<file path="src/hw/rtl/fixed_capacity_multiset_table_top_macros.svh">
// assertion helpers for the top-level rtl file
`ifndef FIXED_CAPACITY_MULTISET_TABLE_TOP_MACROS_SVH
`define FIXED_CAPACITY_MULTISET_TABLE_TOP_MACROS_SVH

// same-cycle implication, checked outside reset
`define FCMT_ASSERT_NOW(lbl, ante, cons, msg) \
    lbl: assert property (@(posedge clk) disable iff (!rst_n) (ante) |-> (cons)) \
        else $error(msg);

// next-cycle implication, checked outside reset
`define FCMT_ASSERT_NEXT(lbl, ante, cons, msg) \
    lbl: assert property (@(posedge clk) disable iff (!rst_n) (ante) |=> (cons)) \
        else $error(msg);

`endif

</file>
<file path="src/hw/rtl/fcmt_pkg.sv">
`timescale 1ns / 1ps

package fcmt_pkg;

    typedef logic [2:0] func_t;

    localparam func_t FUNC_ADD       = 3'd0;
    localparam func_t FUNC_REMOVE    = 3'd1;
    localparam func_t FUNC_CONTAINS  = 3'd2;
    localparam func_t FUNC_FREQUENCY = 3'd3;
    localparam func_t FUNC_CLEAR     = 3'd4;

    localparam int RESULT_BITS = 5;

endpackage

</file>
<file path="src/hw/rtl/fcmt_mem.sv">
`timescale 1ns / 1ps

module fcmt_mem #(
    parameter int DEPTH = 16,
    parameter int WIDTH = 32,
    parameter int AW    = 4
) (
    input  logic             clk,
    input  logic             rd_en,
    input  logic [AW-1:0]    rd_addr,
    output logic [WIDTH-1:0] rd_data,
    input  logic             wr_en,
    input  logic [AW-1:0]    wr_addr,
    input  logic [WIDTH-1:0] wr_data
);

    logic [WIDTH-1:0] mem [DEPTH];
    logic [WIDTH-1:0] rd_data_reg;

    always_ff @(posedge clk)
    begin
        if (wr_en)
        begin
            mem[wr_addr] <= wr_data;
        end
    end

    always_ff @(posedge clk)
    begin
        if (rd_en)
        begin
            rd_data_reg <= mem[rd_addr];
        end
    end

    assign rd_data = rd_data_reg;

endmodule

</file>
<file path="src/hw/rtl/fixed_capacity_multiset_table_top.sv">
`timescale 1ns / 1ps
// channel  | signals                                   | dir
// ---------+-------------------------------------------+-----
// request  | in_valid, in_ready, func, entry           | in
// result   | out_valid, out_ready, ok, match_count,    | out
//          | size_now, is_empty                        |
//
// one request at a time; add, clear and unknown codes pass through the exec
// and resp states from accept to result, remove/contains/frequency scan the
// entry memory one word a cycle, set by the single read port of the memory,
// before resp (remove adds the move_rd and move_wr states for the last entry)
// reset empties the bag at once; memory contents are not cleared
// a stalled result sits in the output register while the next request is taken

module fixed_capacity_multiset_table_top #(
    parameter int CAPACITY   = 16,
    parameter int ENTRY_BITS = 32
) (
    input  logic                clk,
    input  logic                rst_n,
    input  logic                in_valid,
    output logic                in_ready,
    input  fcmt_pkg::func_t     func,
    input  logic [31:0]         entry,
    output logic                out_valid,
    input  logic                out_ready,
    output logic                ok,
    output logic [4:0]          match_count,
    output logic [4:0]          size_now,
    output logic                is_empty
);

    `include "fixed_capacity_multiset_table_top_macros.svh"

    localparam int CW = $clog2(CAPACITY + 1);
    localparam int AW = (CAPACITY > 1) ? $clog2(CAPACITY) : 1;
    localparam int OW = (CW > fcmt_pkg::RESULT_BITS) ? CW : fcmt_pkg::RESULT_BITS;

    localparam logic [2:0] S_IDLE    = 3'd0;
    localparam logic [2:0] S_EXEC    = 3'd1;
    localparam logic [2:0] S_SCAN    = 3'd2;
    localparam logic [2:0] S_MOVE_RD = 3'd3;
    localparam logic [2:0] S_MOVE_WR = 3'd4;
    localparam logic [2:0] S_RESP    = 3'd5;

    logic [ENTRY_BITS-1:0] value_in;

    generate
        if (ENTRY_BITS <= 32)
        begin : g_narrow
            assign value_in = entry[ENTRY_BITS-1:0];
        end
        else
        begin : g_wide
            assign value_in = {{(ENTRY_BITS-32){1'b0}}, entry};
        end
    endgenerate

    logic [2:0]            state_reg, state_next;
    fcmt_pkg::func_t       func_reg, func_next;
    logic [ENTRY_BITS-1:0] value_reg, value_next;
    logic [CW-1:0]         count_reg, count_next;
    logic [CW-1:0]         ptr_reg, ptr_next;
    logic                  pend_reg, pend_next;
    logic [AW-1:0]         pend_idx_reg, pend_idx_next;
    logic [AW-1:0]         at_reg, at_next;
    logic [CW-1:0]         hits_reg, hits_next;
    logic                  ok_reg, ok_next;
    logic                  out_valid_reg, out_valid_next;
    logic                  ok_out_reg, ok_out_next;
    logic [4:0]            match_out_reg, match_out_next;
    logic [4:0]            size_out_reg, size_out_next;
    logic                  empty_out_reg, empty_out_next;

    logic                  rd_en;
    logic [AW-1:0]         rd_addr;
    logic [ENTRY_BITS-1:0] rd_data;
    logic                  wr_en;
    logic [AW-1:0]         wr_addr;
    logic [ENTRY_BITS-1:0] wr_data;

    logic                  hit;
    logic [CW-1:0]         count_m1;
    logic [OW-1:0]         hits_ext;
    logic [OW-1:0]         count_ext;

    fcmt_mem #(
        .DEPTH (CAPACITY),
        .WIDTH (ENTRY_BITS),
        .AW    (AW)
    ) u_mem (
        .clk     (clk),
        .rd_en   (rd_en),
        .rd_addr (rd_addr),
        .rd_data (rd_data),
        .wr_en   (wr_en),
        .wr_addr (wr_addr),
        .wr_data (wr_data)
    );

    assign hit       = pend_reg && (rd_data == value_reg);
    assign count_m1  = count_reg - CW'(1);
    assign hits_ext  = OW'(hits_reg);
    assign count_ext = OW'(count_reg);

    always_comb
    begin
        state_next     = state_reg;
        func_next      = func_reg;
        value_next     = value_reg;
        count_next     = count_reg;
        ptr_next       = ptr_reg;
        pend_next      = pend_reg;
        pend_idx_next  = pend_idx_reg;
        at_next        = at_reg;
        hits_next      = hits_reg;
        ok_next        = ok_reg;
        out_valid_next = out_valid_reg;
        ok_out_next    = ok_out_reg;
        match_out_next = match_out_reg;
        size_out_next  = size_out_reg;
        empty_out_next = empty_out_reg;
        rd_en          = 1'b0;
        rd_addr        = '0;
        wr_en          = 1'b0;
        wr_addr        = '0;
        wr_data        = value_reg;

        if (out_valid_reg && out_ready)
        begin
            out_valid_next = 1'b0;
        end

        unique case (state_reg)
            S_IDLE:
            begin
                if (in_valid)
                begin
                    func_next  = func;
                    value_next = value_in;
                    ptr_next   = '0;
                    pend_next  = 1'b0;
                    hits_next  = '0;
                    ok_next    = 1'b0;
                    state_next = S_EXEC;
                end
            end
            S_EXEC:
            begin
                case (func_reg) inside
                    fcmt_pkg::FUNC_ADD:
                    begin
                        if (count_reg < CW'(CAPACITY))
                        begin
                            wr_en      = 1'b1;
                            wr_addr    = count_reg[AW-1:0];
                            count_next = count_reg + CW'(1);
                            ok_next    = 1'b1;
                        end
                        state_next = S_RESP;
                    end
                    fcmt_pkg::FUNC_CLEAR:
                    begin
                        count_next = '0;
                        ok_next    = 1'b1;
                        state_next = S_RESP;
                    end
                    fcmt_pkg::FUNC_REMOVE, fcmt_pkg::FUNC_CONTAINS,
                    fcmt_pkg::FUNC_FREQUENCY:
                    begin
                        state_next = S_SCAN;
                    end
                    default:
                    begin
                        state_next = S_RESP;
                    end
                endcase
            end
            S_SCAN:
            begin
                // rd_data holds the word read last cycle when pend_reg is set
                if (hit && (func_reg != fcmt_pkg::FUNC_FREQUENCY))
                begin
                    pend_next = 1'b0;
                    at_next   = pend_idx_reg;
                    if (func_reg == fcmt_pkg::FUNC_REMOVE)
                    begin
                        state_next = S_MOVE_RD;
                    end
                    else
                    begin
                        ok_next    = 1'b1;
                        state_next = S_RESP;
                    end
                end
                else
                begin
                    hits_next = hits_reg + CW'(hit);
                    if (ptr_reg == count_reg)
                    begin
                        pend_next  = 1'b0;
                        state_next = S_RESP;
                    end
                    else
                    begin
                        rd_en         = 1'b1;
                        rd_addr       = ptr_reg[AW-1:0];
                        pend_idx_next = ptr_reg[AW-1:0];
                        pend_next     = 1'b1;
                        ptr_next      = ptr_reg + CW'(1);
                    end
                end
            end
            S_MOVE_RD:
            begin
                rd_en      = 1'b1;
                rd_addr    = count_m1[AW-1:0];
                state_next = S_MOVE_WR;
            end
            S_MOVE_WR:
            begin
                // last entry fills the hole; harmless when it is the hole itself
                wr_en      = 1'b1;
                wr_addr    = at_reg;
                wr_data    = rd_data;
                count_next = count_m1;
                ok_next    = 1'b1;
                state_next = S_RESP;
            end
            S_RESP:
            begin
                if (!out_valid_reg || out_ready)
                begin
                    out_valid_next = 1'b1;
                    ok_out_next    = ok_reg;
                    match_out_next = hits_ext[4:0];
                    size_out_next  = count_ext[4:0];
                    empty_out_next = (count_reg == '0);
                    state_next     = S_IDLE;
                end
            end
            default:
            begin
                state_next = S_IDLE;
            end
        endcase
    end

    always_ff @(posedge clk or negedge rst_n)
    begin
        if (!rst_n)
        begin
            state_reg     <= S_IDLE;
            count_reg     <= '0;
            pend_reg      <= 1'b0;
            out_valid_reg <= 1'b0;
        end
        else
        begin
            state_reg     <= state_next;
            count_reg     <= count_next;
            pend_reg      <= pend_next;
            out_valid_reg <= out_valid_next;
        end
    end

    always_ff @(posedge clk)
    begin
        func_reg      <= func_next;
        value_reg     <= value_next;
        ptr_reg       <= ptr_next;
        pend_idx_reg  <= pend_idx_next;
        at_reg        <= at_next;
        hits_reg      <= hits_next;
        ok_reg        <= ok_next;
        ok_out_reg    <= ok_out_next;
        match_out_reg <= match_out_next;
        size_out_reg  <= size_out_next;
        empty_out_reg <= empty_out_next;
    end

    assign in_ready    = (state_reg == S_IDLE);
    assign out_valid   = out_valid_reg;
    assign ok          = ok_out_reg;
    assign match_count = match_out_reg;
    assign size_now    = size_out_reg;
    assign is_empty    = empty_out_reg;

    `FCMT_ASSERT_NOW(a_count_in_range, 1'b1, count_reg <= CW'(CAPACITY), "bag count above capacity")
    `FCMT_ASSERT_NOW(a_move_not_empty, state_reg == S_MOVE_WR, count_reg != '0, "remove move with empty bag")
    `FCMT_ASSERT_NOW(a_pend_in_bag, pend_reg, {1'b0, pend_idx_reg} < (AW+1)'(count_reg), "scan read beyond stored entries")
    `FCMT_ASSERT_NEXT(a_accept_exec, in_valid && in_ready, state_reg == S_EXEC, "accepted request not executed")
    `FCMT_ASSERT_NEXT(a_resp_loads, state_reg == S_RESP && (!out_valid_reg || out_ready), out_valid_reg && state_reg == S_IDLE, "result not loaded")

endmodule

</file>
<file path="config.mk">
export PLATFORM = sky130hd
export DESIGN_NAME = fixed_capacity_multiset_table_top
export DESIGN_NICKNAME = d
export VERILOG_FILES = /design/src/hw/rtl/fcmt_pkg.sv /design/src/hw/rtl/fcmt_mem.sv /design/src/hw/rtl/fixed_capacity_multiset_table_top.sv
export VERILOG_INCLUDE_DIRS = /design/src /design/src/hw/rtl
export SDC_FILE = /design/constraint.sdc
export NUM_CORES = 1
export LEC_CHECK = 0
export BUFFER_PORTS_ARGS = -buffer_cell sky130_fd_sc_hd__buf_2
export CAP_MARGIN = 10
export CORE_MARGIN = 3
export CORE_UTILIZATION = 62
export CTS_BUF_LIST = sky130_fd_sc_hd__clkbuf_16
export CTS_CLUSTER_SIZE = 10
export DETAILED_ROUTE_END_ITERATION = 8
export PLACE_DENSITY = 0.75
export SLEW_MARGIN = 20
export SYNTH_ARGS = -nofsm -noshare
export SYNTH_HDL_FRONTEND = slang
export SYNTH_SLANG_ARGS = --single-unit
</file>
<file path="constraint.sdc">
create_clock -name clk -period 5.2 [get_ports clk]
set_input_delay 0.78 -clock clk [delete_from_list [all_inputs] [get_ports clk]]
set_output_delay 0.78 -clock clk [all_outputs]
set_load 0.05 [all_outputs]
</file>
# ---- Word level (Yosys, flattened, before mapping)
# Memory sizes are Yosys's and may differ from the RTL's. A register that Yosys moved wholly into a read port is not among the register bits.
# Index checks and enable logic that the tools add are counted.
dict set report totals {
  register_bits 76
  mem_bits_rw 512
  inputBits 39
  output_inout_bits 14
  memories 1
}
# name depth width read_ports rd_clocked_by_memory_dff write_ports line
set mem_list {}
lappend mem_list {u_mem.mem 16 32 1 1 1 fcmt_mem.sv:17} ;# logic [WIDTH-1:0] mem [DEPTH];
dict set report op_classes {
  addsub 4
  n_lt_le_gt_ge 1
  n_eq_ne 21
  muxes 45
  bitwise 2
  n_reduce_logical 22
}
# cell n
set op_table {}
lappend op_table {{5-bit two-way mux} 7}
lappend op_table {{32-bit == test} 1}
lappend op_table {{32-bit two-way mux} 1}
lappend op_table {{5-bit case mux with 2 select lines} 3}
lappend op_table {{3-bit two-way mux} 8}
lappend op_table {{3-bit case mux with 6 select lines} 1}
lappend op_table {{4-bit two-way mux} 4}
lappend op_table {{4-bit case mux with 2 select lines} 2}
lappend op_table {{1-bit two-way mux} 15}
lappend op_table {{3-bit by 2-bit == test with 1-bit output (second input constant)} 4}
lappend op_table {{2-bit != test (second input constant)} 6}
lappend op_table {{3-bit AND reduction} 4}
lappend op_table {{5-bit by 1-bit adder with 5-bit output (second input constant)} 2}
lappend op_table {{3-bit == test (second input constant)} 3}
lappend op_table {{3-bit != test (second input constant)} 3}
lappend op_table {{2-bit AND reduction} 4}
lappend op_table {{3-bit by 1-bit == test with 1-bit output (second input constant)} 2}
lappend op_table {{3-bit logical NOT} 2}
lappend op_table {{1-bit case mux with 2 select lines} 3}
lappend op_table {{6-bit AND reduction} 1}
lappend op_table {{5-bit by 1-bit adder with 5-bit output} 1}
lappend op_table {{5-bit == test} 1}
lappend op_table {{5-bit logical NOT} 1}
lappend op_table {{5-bit less-than comparator (second input constant)} 1}
lappend op_table {{11 further kinds} 15}

# ---- Logic depth before layout (Yosys ltp)
dict set report depth {
  depth_word 6
  depth_mapped 13
  depth_no_buf 9
}

# ---- Hierarchy
# Synthesis repeated with hierarchy kept, for this count alone.
dict set report hier_totals {
  hier_cells 1254
  area_unflattened_um2 24269.5
}
# module n_inst cells_per_inst area_per_inst_um2 seq_area_each_um2
set by_module_without_submodules {}
lappend by_module_without_submodules {fcmt_mem 1 838 20155.6 16335.7}
lappend by_module_without_submodules {fixed_capacity_multiset_table_top 1 416 4113.9 2232.1}

# ---- Worst setup path before layout
# Ideal clock, no wire load.
dict set report synth_timing {
  path_type {register to register}
  start {reg func_reg[2]}
  end {mem u_mem.mem[9][0], enable pin}
  setup_time_ns 0.421
  arrival_time_ns 3.384
  t_required_ns 4.779
  setup_slack_ns 1.395
  stages_incl_launch_ff 6
  n_path_buf 1
  path_cell_list {edfxtp_1 > or3_1 > or4b_2 > clkbuf_1 > o32a_1 > nor2_1}
}
dict set report synth_between {
  elab_chain_cells 5
  word_cells_on_any_way 7
  cone_classes {mux: 6; reduce/logical: 1}
}
# element line
set synth_lines {}
lappend synth_lines {{start, declared} fixed_capacity_multiset_table_top.sv:60} ;# fcmt_pkg::func_t func_reg, func_next;
lappend synth_lines {{start signal, assigned} fixed_capacity_multiset_table_top.sv:269} ;# func_reg <= func_next;
lappend synth_lines {{3-bit logical NOT (no line) *} n/a}
lappend synth_lines {{1-bit two-way mux} fixed_capacity_multiset_table_top.sv:150} ;# case (func_reg) inside
lappend synth_lines {{1-bit case mux with 2 select lines} fixed_capacity_multiset_table_top.sv:134} ;# unique case (state_reg)
lappend synth_lines {{1-bit two-way mux} fcmt_mem.sv:22} ;# if (wr_en)
lappend synth_lines {{1-bit two-way mux (implied by the code)} fcmt_mem.sv:24} ;# mem[wr_addr] <= wr_data;
lappend synth_lines {{end, declared} fcmt_mem.sv:17}
# Mark *: on every way between the ends. The rest lies on a longest branch, timed or not.

# ---- Worst setup path after layout
dict set report layout_timing {
  start {reg value_reg[20]}
  end {reg u_mem.rd_data_reg[19] (netlist: u_mem.rd_data[19]), read port of u_mem.mem, data pin}
}
dict set report layout_between {
  elab_chain_cells 5
  word_cells_on_any_way 7
  cone_classes {eq/ne: 1; mux: 4; reduce/logical: 2}
}
# element line
set layout_lines {}
lappend layout_lines {{start, declared} fixed_capacity_multiset_table_top.sv:61} ;# logic [ENTRY_BITS-1:0] value_reg, value_next;
lappend layout_lines {{start signal, assigned} fixed_capacity_multiset_table_top.sv:270} ;# value_reg <= value_next;
lappend layout_lines {{32-bit == test *} fixed_capacity_multiset_table_top.sv:101} ;# assign hit = pend_reg && (rd_data == value_reg);
lappend layout_lines {{1-bit logical AND *} fixed_capacity_multiset_table_top.sv:101}
lappend layout_lines {{1-bit logical AND *} fixed_capacity_multiset_table_top.sv:182} ;# if (hit && (func_reg != fcmt_pkg::FUNC_FREQUENCY))
lappend layout_lines {{4-bit two-way mux or 1-bit two-way mux (tied branches)} fixed_capacity_multiset_table_top.sv:182}
lappend layout_lines {{4-bit case mux with 2 select lines or 1-bit case mux with 2 select lines (tied branches)} fixed_capacity_multiset_table_top.sv:134}
lappend layout_lines {{end, declared} fcmt_mem.sv:18} ;# logic [WIDTH-1:0] rd_data_reg;
# Marked as above.
# A chain may end at the register's enable or synchronous reset.

==> parameters.txt <==
Parameter                              Value

Detailed routing
  DRC violations left    1
  Total routed wirelength    59100 um
  Routed length per placed instance    26.6 um
  Total via count in the routed design    14.8k
  Antenna viol nets, final    0
  Number of DRC markers in iteration 0    2007
  Length of the first detailed-routing pass in iterations    7
  Vias per std cell    6.66

Layout
  Share of post-route cells with drive strength above 1    12.0%
  Area growth from synthesis to final layout    12.1%
  Post-route cell area    27800 um^2
  Post-route insts no fill    2223
  Final core area utilization    71.2%
  Number of antenna cells inserted    0
  Post-layout net count    1735
  Number of fill cells    2388
  Max reg flops    512

Global route
  Global-route layer with the greatest usage    met2
  Number of antenna violations at the first check in global routing    1
  Global-route track usage on met1    39.2%
  Total overflow reported by the global router    0
  Maximum number of pins on one net before global-route repair    108
  Number of global-route vias before repair    14.6k
  Global-route wire length before repair    88600 um
  GR Layer Usage met2    44.1%
  Met3 track demand over resource in global routing    6.31%
  Overall fraction of global-route tracks in use    28.3%

Placement
  Detailed placement HPWL    32500 um
  Cell area after placement    25800 um^2
  Placed cell count    2134
  Routability cong.    0.805
  Count of input and output buffers    52

Power
  Leakage component of the power    9.08 nW
  Final Power    15.4 mW
  Max IR drop VDD    331 uV
  Power density cells    554 nW/um^2

Worst setup path
  Kind of end point of the critical path    register
  Beginning of the worst register-to-register path    value_reg[20]
  Capture point of the worst reg-to-reg path    u_mem.rd_data[19]
  Startpoint types    register
  Type of the worst setup path    register to register
  Cell count along the critical path    9
  Slowest CP cell    sky130_fd_sc_hd__nor4_1
  Register-to-register setup slack    0.87 ns
  Arrival time at the worst endpoint    4.64 ns
  Delay-heaviest family, CP    simple AND/OR/NAND/NOR gates
  Buf/Inv on CP    1
  Data required time at the worst endpoint    5.51 ns
  Peak per-stage delay on the critical path    0.85 ns
  R2R cell count    9
  Worst-path cell chain    xnor2_1, nand4_1, nor4_1, nand4_2, nand4b_1, a2bb2oi_4, buf_4, a221oi_1, or4_1
  Crit path max fanout    17

Clock tree
  Number of cells upsized or downsized after cts    0
  Number of buffers inserted to repair setup after CTS    0
  Cts-stage hold buffer count    0
  Maximum level of the CTS H-tree    3
  Root buf cell    sky130_fd_sc_hd__clkbuf_16
  Clock tree from TritonCTS    built
  TritonCTS buffer count    72
  Clock latency of the later-clocked register in the worst-skew pair    0.58 ns
  Maximum count of clock buffers along a single path    3
  CTS clk-pin slew, worst paths    0.06 ns
  CTS Sinks    620

Die
  Area of the core    39000 um^2
  Die Height    206 um
  Number of cell rows    72
  Die extent in x    206 um
  Initial standard-cell utilization of the core    63.5%
  Overall die area    42400 um^2
  Number of primary I/O pins    53

Yosys
  Count of flip-flops with a built-in enable after synthesis    610
  Flop and latch count out of synthesis    620
  Post-Syn Nets    1670
  Total standard cell area after synthesis    24800 um^2
  Share of flip-flops with an asynchronous set or reset    1.61%
  Primary flip-flop cell chosen by synthesis mapping    sky130_fd_sc_hd__edfxtp_1
  Share of synthesized area occupied by flip-flops and latches    75.0%
  Distinct cells, synth    58
  Count of synthesis-stage warnings from yosys    0
  Post-Syn Area per Cell    15.2 um^2
  Mapped Cells    1625

Run
  Max cap viols    0

Timing
  Actual slew at the worst max-slew pin    1.17 ns
  Setup repair after global routing missed its margin    false
  Post-layout minimum cycle time    4.33 ns
  Hold Fails Final Rpt    0
  Final worst path period share    83.3%
  Max Slew Vio Count    0
  Final setup violation count    0
  Max transition margin    21.5%
  Setup tns final    0 ns
  Maximum operating frequency    0.231 GHz
  Worst clock skew    0.0171 ns

Hold path
  Hold Path Class    input pin to async pin

Status
  Failing checks    DRC
  Result of the run    finished with violations
-- Yosys cell counts (2+ instances only) --
cell type / instances / area share [%]
sky130_fd_sc_hd__edfxtp_1: 610 / 74
sky130_fd_sc_hd__nand2_1: 235 / 3.6
sky130_fd_sc_hd__a21oi_1: 143 / 2.9
sky130_fd_sc_hd__a221oi_1: 126 / 4.5
sky130_fd_sc_hd__mux2i_1: 126 / 5.1
sky130_fd_sc_hd__clkbuf_1: 56 / 0.85
sky130_fd_sc_hd__nor2_1: 50 / 0.76
sky130_fd_sc_hd__buf_2: 32 / 0.65
sky130_fd_sc_hd__or4_1: 31 / 0.94
sky130_fd_sc_hd__o21ai_0: 28 / 0.57
sky130_fd_sc_hd__xnor2_1: 22 / 0.78
sky130_fd_sc_hd__nand2b_1: 18 / 0.45
sky130_fd_sc_hd__inv_1: 15 / 0.23
sky130_fd_sc_hd__nand3_1: 13 / 0.26
sky130_fd_sc_hd__dfrtp_1: 10 / 1.0
sky130_fd_sc_hd__nor2b_1: 9 / 0.23
sky130_fd_sc_hd__nor3_1: 9 / 0.18
sky130_fd_sc_hd__buf_4: 8 / 0.24
sky130_fd_sc_hd__xor2_1: 8 / 0.28
sky130_fd_sc_hd__ha_1: 6 / 0.30
sky130_fd_sc_hd__and2_1: 5 / 0.13
sky130_fd_sc_hd__buf_1: 5 / 0.076
sky130_fd_sc_hd__a31oi_1: 4 / 0.10
sky130_fd_sc_hd__o2111ai_1: 4 / 0.14
sky130_fd_sc_hd__a21o_1: 3 / 0.091
sky130_fd_sc_hd__and4_1: 3 / 0.11
sky130_fd_sc_hd__nand3b_1: 3 / 0.091
sky130_fd_sc_hd__nand4_1: 3 / 0.076
sky130_fd_sc_hd__o22ai_1: 3 / 0.076
sky130_fd_sc_hd__a211oi_1: 2 / 0.061
sky130_fd_sc_hd__a32oi_1: 2 / 0.071
sky130_fd_sc_hd__a41o_1: 2 / 0.081
sky130_fd_sc_hd__and3_1: 2 / 0.051
sky130_fd_sc_hd__buf_6: 2 / 0.091
sky130_fd_sc_hd__o32a_1: 2 / 0.081
sky130_fd_sc_hd__or2_2: 2 / 0.051
sky130_fd_sc_hd__or3_1: 2 / 0.051
-- stage by stage --
| step | hold slack (ns) | setup WS, ns |
|---|---|---|
| after floorplan | 0.400 | 1.40 |
| after CTS | 0.0530 | 0.865 |
| after detailed placement | 0.405 | 0.980 |
| after global placement | 0.403 | 1.03 |
| final | 0.0620 | 0.868 |
| after global routing | 0.0782 | 0.756 |
-- area by class of cell --
type	instances	area [um^2]	share of cell area (%)
Inverter	15	56.3	0.203
Tap cell	518	648	2.33
Clock inverter	16	106	0.383
Timing Repair Buffer	94	701	2.52
Multi-Input combinational cell	887	5860	21.1
Sequential cell	620	18600	66.9
Clock buffer	73	1830	6.58
-- cell families after synthesis --
kind of cell | count (synthesis) | synth area share (%)
DFF | 620 | 75.0
and+or+nand+nor | 392 | 7.25
AOI/OAI and AO/OA | 333 | 9.17
muxes | 126 | 5.09
buffers and inverters | 118 | 2.13
xor gates and xnor gates | 30 | 1.06
adders and majority gates | 6 | 0.303
-- report_power, final --
| group | internal, mW | total (mW) | switching (mW) |
|---|---|---|---|
| sequential | 6.91 | 7.27 | 0.367 |
| clock | 2.53 | 4.32 | 1.79 |
| combinational | 1.10 | 3.80 | 2.70 |
-- worst max-delay path by stage --
stage | from | endpoint | slack [ns]
floorplan | func_reg[2] | u_mem.mem[9][0] | 1.40
global placement | value_reg[20] | u_mem.rd_data[11] | 1.03
detailed placement | value_reg[20] | u_mem.rd_data[19] | 0.98
CTS | value_reg[20] | u_mem.rd_data[19] | 0.86
global route | value_reg[20] | u_mem.rd_data[23] | 0.76
finish | value_reg[20] | u_mem.rd_data[19] | 0.87
-- worst reg2reg max path: stages (launching register included) --
cell and delay [ns]:
sky130_fd_sc_hd__edfxtp_1 0.45, sky130_fd_sc_hd__xnor2_1 0.24, sky130_fd_sc_hd__nand4_1 0.22, sky130_fd_sc_hd__nor4_1 0.85, sky130_fd_sc_hd__nand4_2 0.38, sky130_fd_sc_hd__nand4b_1 0.31
sky130_fd_sc_hd__a2bb2oi_4 0.60, sky130_fd_sc_hd__buf_4 0.40, sky130_fd_sc_hd__a221oi_1 0.12, sky130_fd_sc_hd__or4_1 0.49
-- cells in the final DEF, fill, tap and decap left out, types with 3 or more instances in the layout --
cell type / instances
sky130_fd_sc_hd__edfxtp_1: 610
sky130_fd_sc_hd__nor2_1: 34
sky130_fd_sc_hd__xnor2_1: 22
sky130_fd_sc_hd__and2_1: 4
sky130_fd_sc_hd__ha_1: 6
sky130_fd_sc_hd__xor2_1: 8
sky130_fd_sc_hd__buf_2: 52
sky130_fd_sc_hd__buf_4: 32
sky130_fd_sc_hd__nand2_1: 233
sky130_fd_sc_hd__or4_1: 31
sky130_fd_sc_hd__nand4_1: 3
sky130_fd_sc_hd__clkbuf_16: 73
sky130_fd_sc_hd__o2111ai_1: 4
sky130_fd_sc_hd__nor2b_1: 9
sky130_fd_sc_hd__nand3_1: 13
sky130_fd_sc_hd__o21ai_0: 27
sky130_fd_sc_hd__a21o_1: 3
sky130_fd_sc_hd__nand3b_1: 3
sky130_fd_sc_hd__buf_12: 10
sky130_fd_sc_hd__a221oi_1: 126
sky130_fd_sc_hd__mux2i_1: 126
sky130_fd_sc_hd__and4_1: 3
sky130_fd_sc_hd__nand2b_1: 18
sky130_fd_sc_hd__a31oi_1: 4
sky130_fd_sc_hd__nor3_1: 9
sky130_fd_sc_hd__a21oi_1: 143
sky130_fd_sc_hd__dfrtp_1: 10
sky130_fd_sc_hd__inv_6: 4
sky130_fd_sc_hd__o22ai_1: 3
sky130_fd_sc_hd__nor2_4: 16
sky130_fd_sc_hd__inv_1: 24
-- routing by layer --
layer,share of wire [%],wire length [um]
met1,39,22900
met4,3.8,2220
met3,9.7,5760
met2,48,28200
met5,0.019,11
Note: power is estimated with default switching activity, not from simulation.
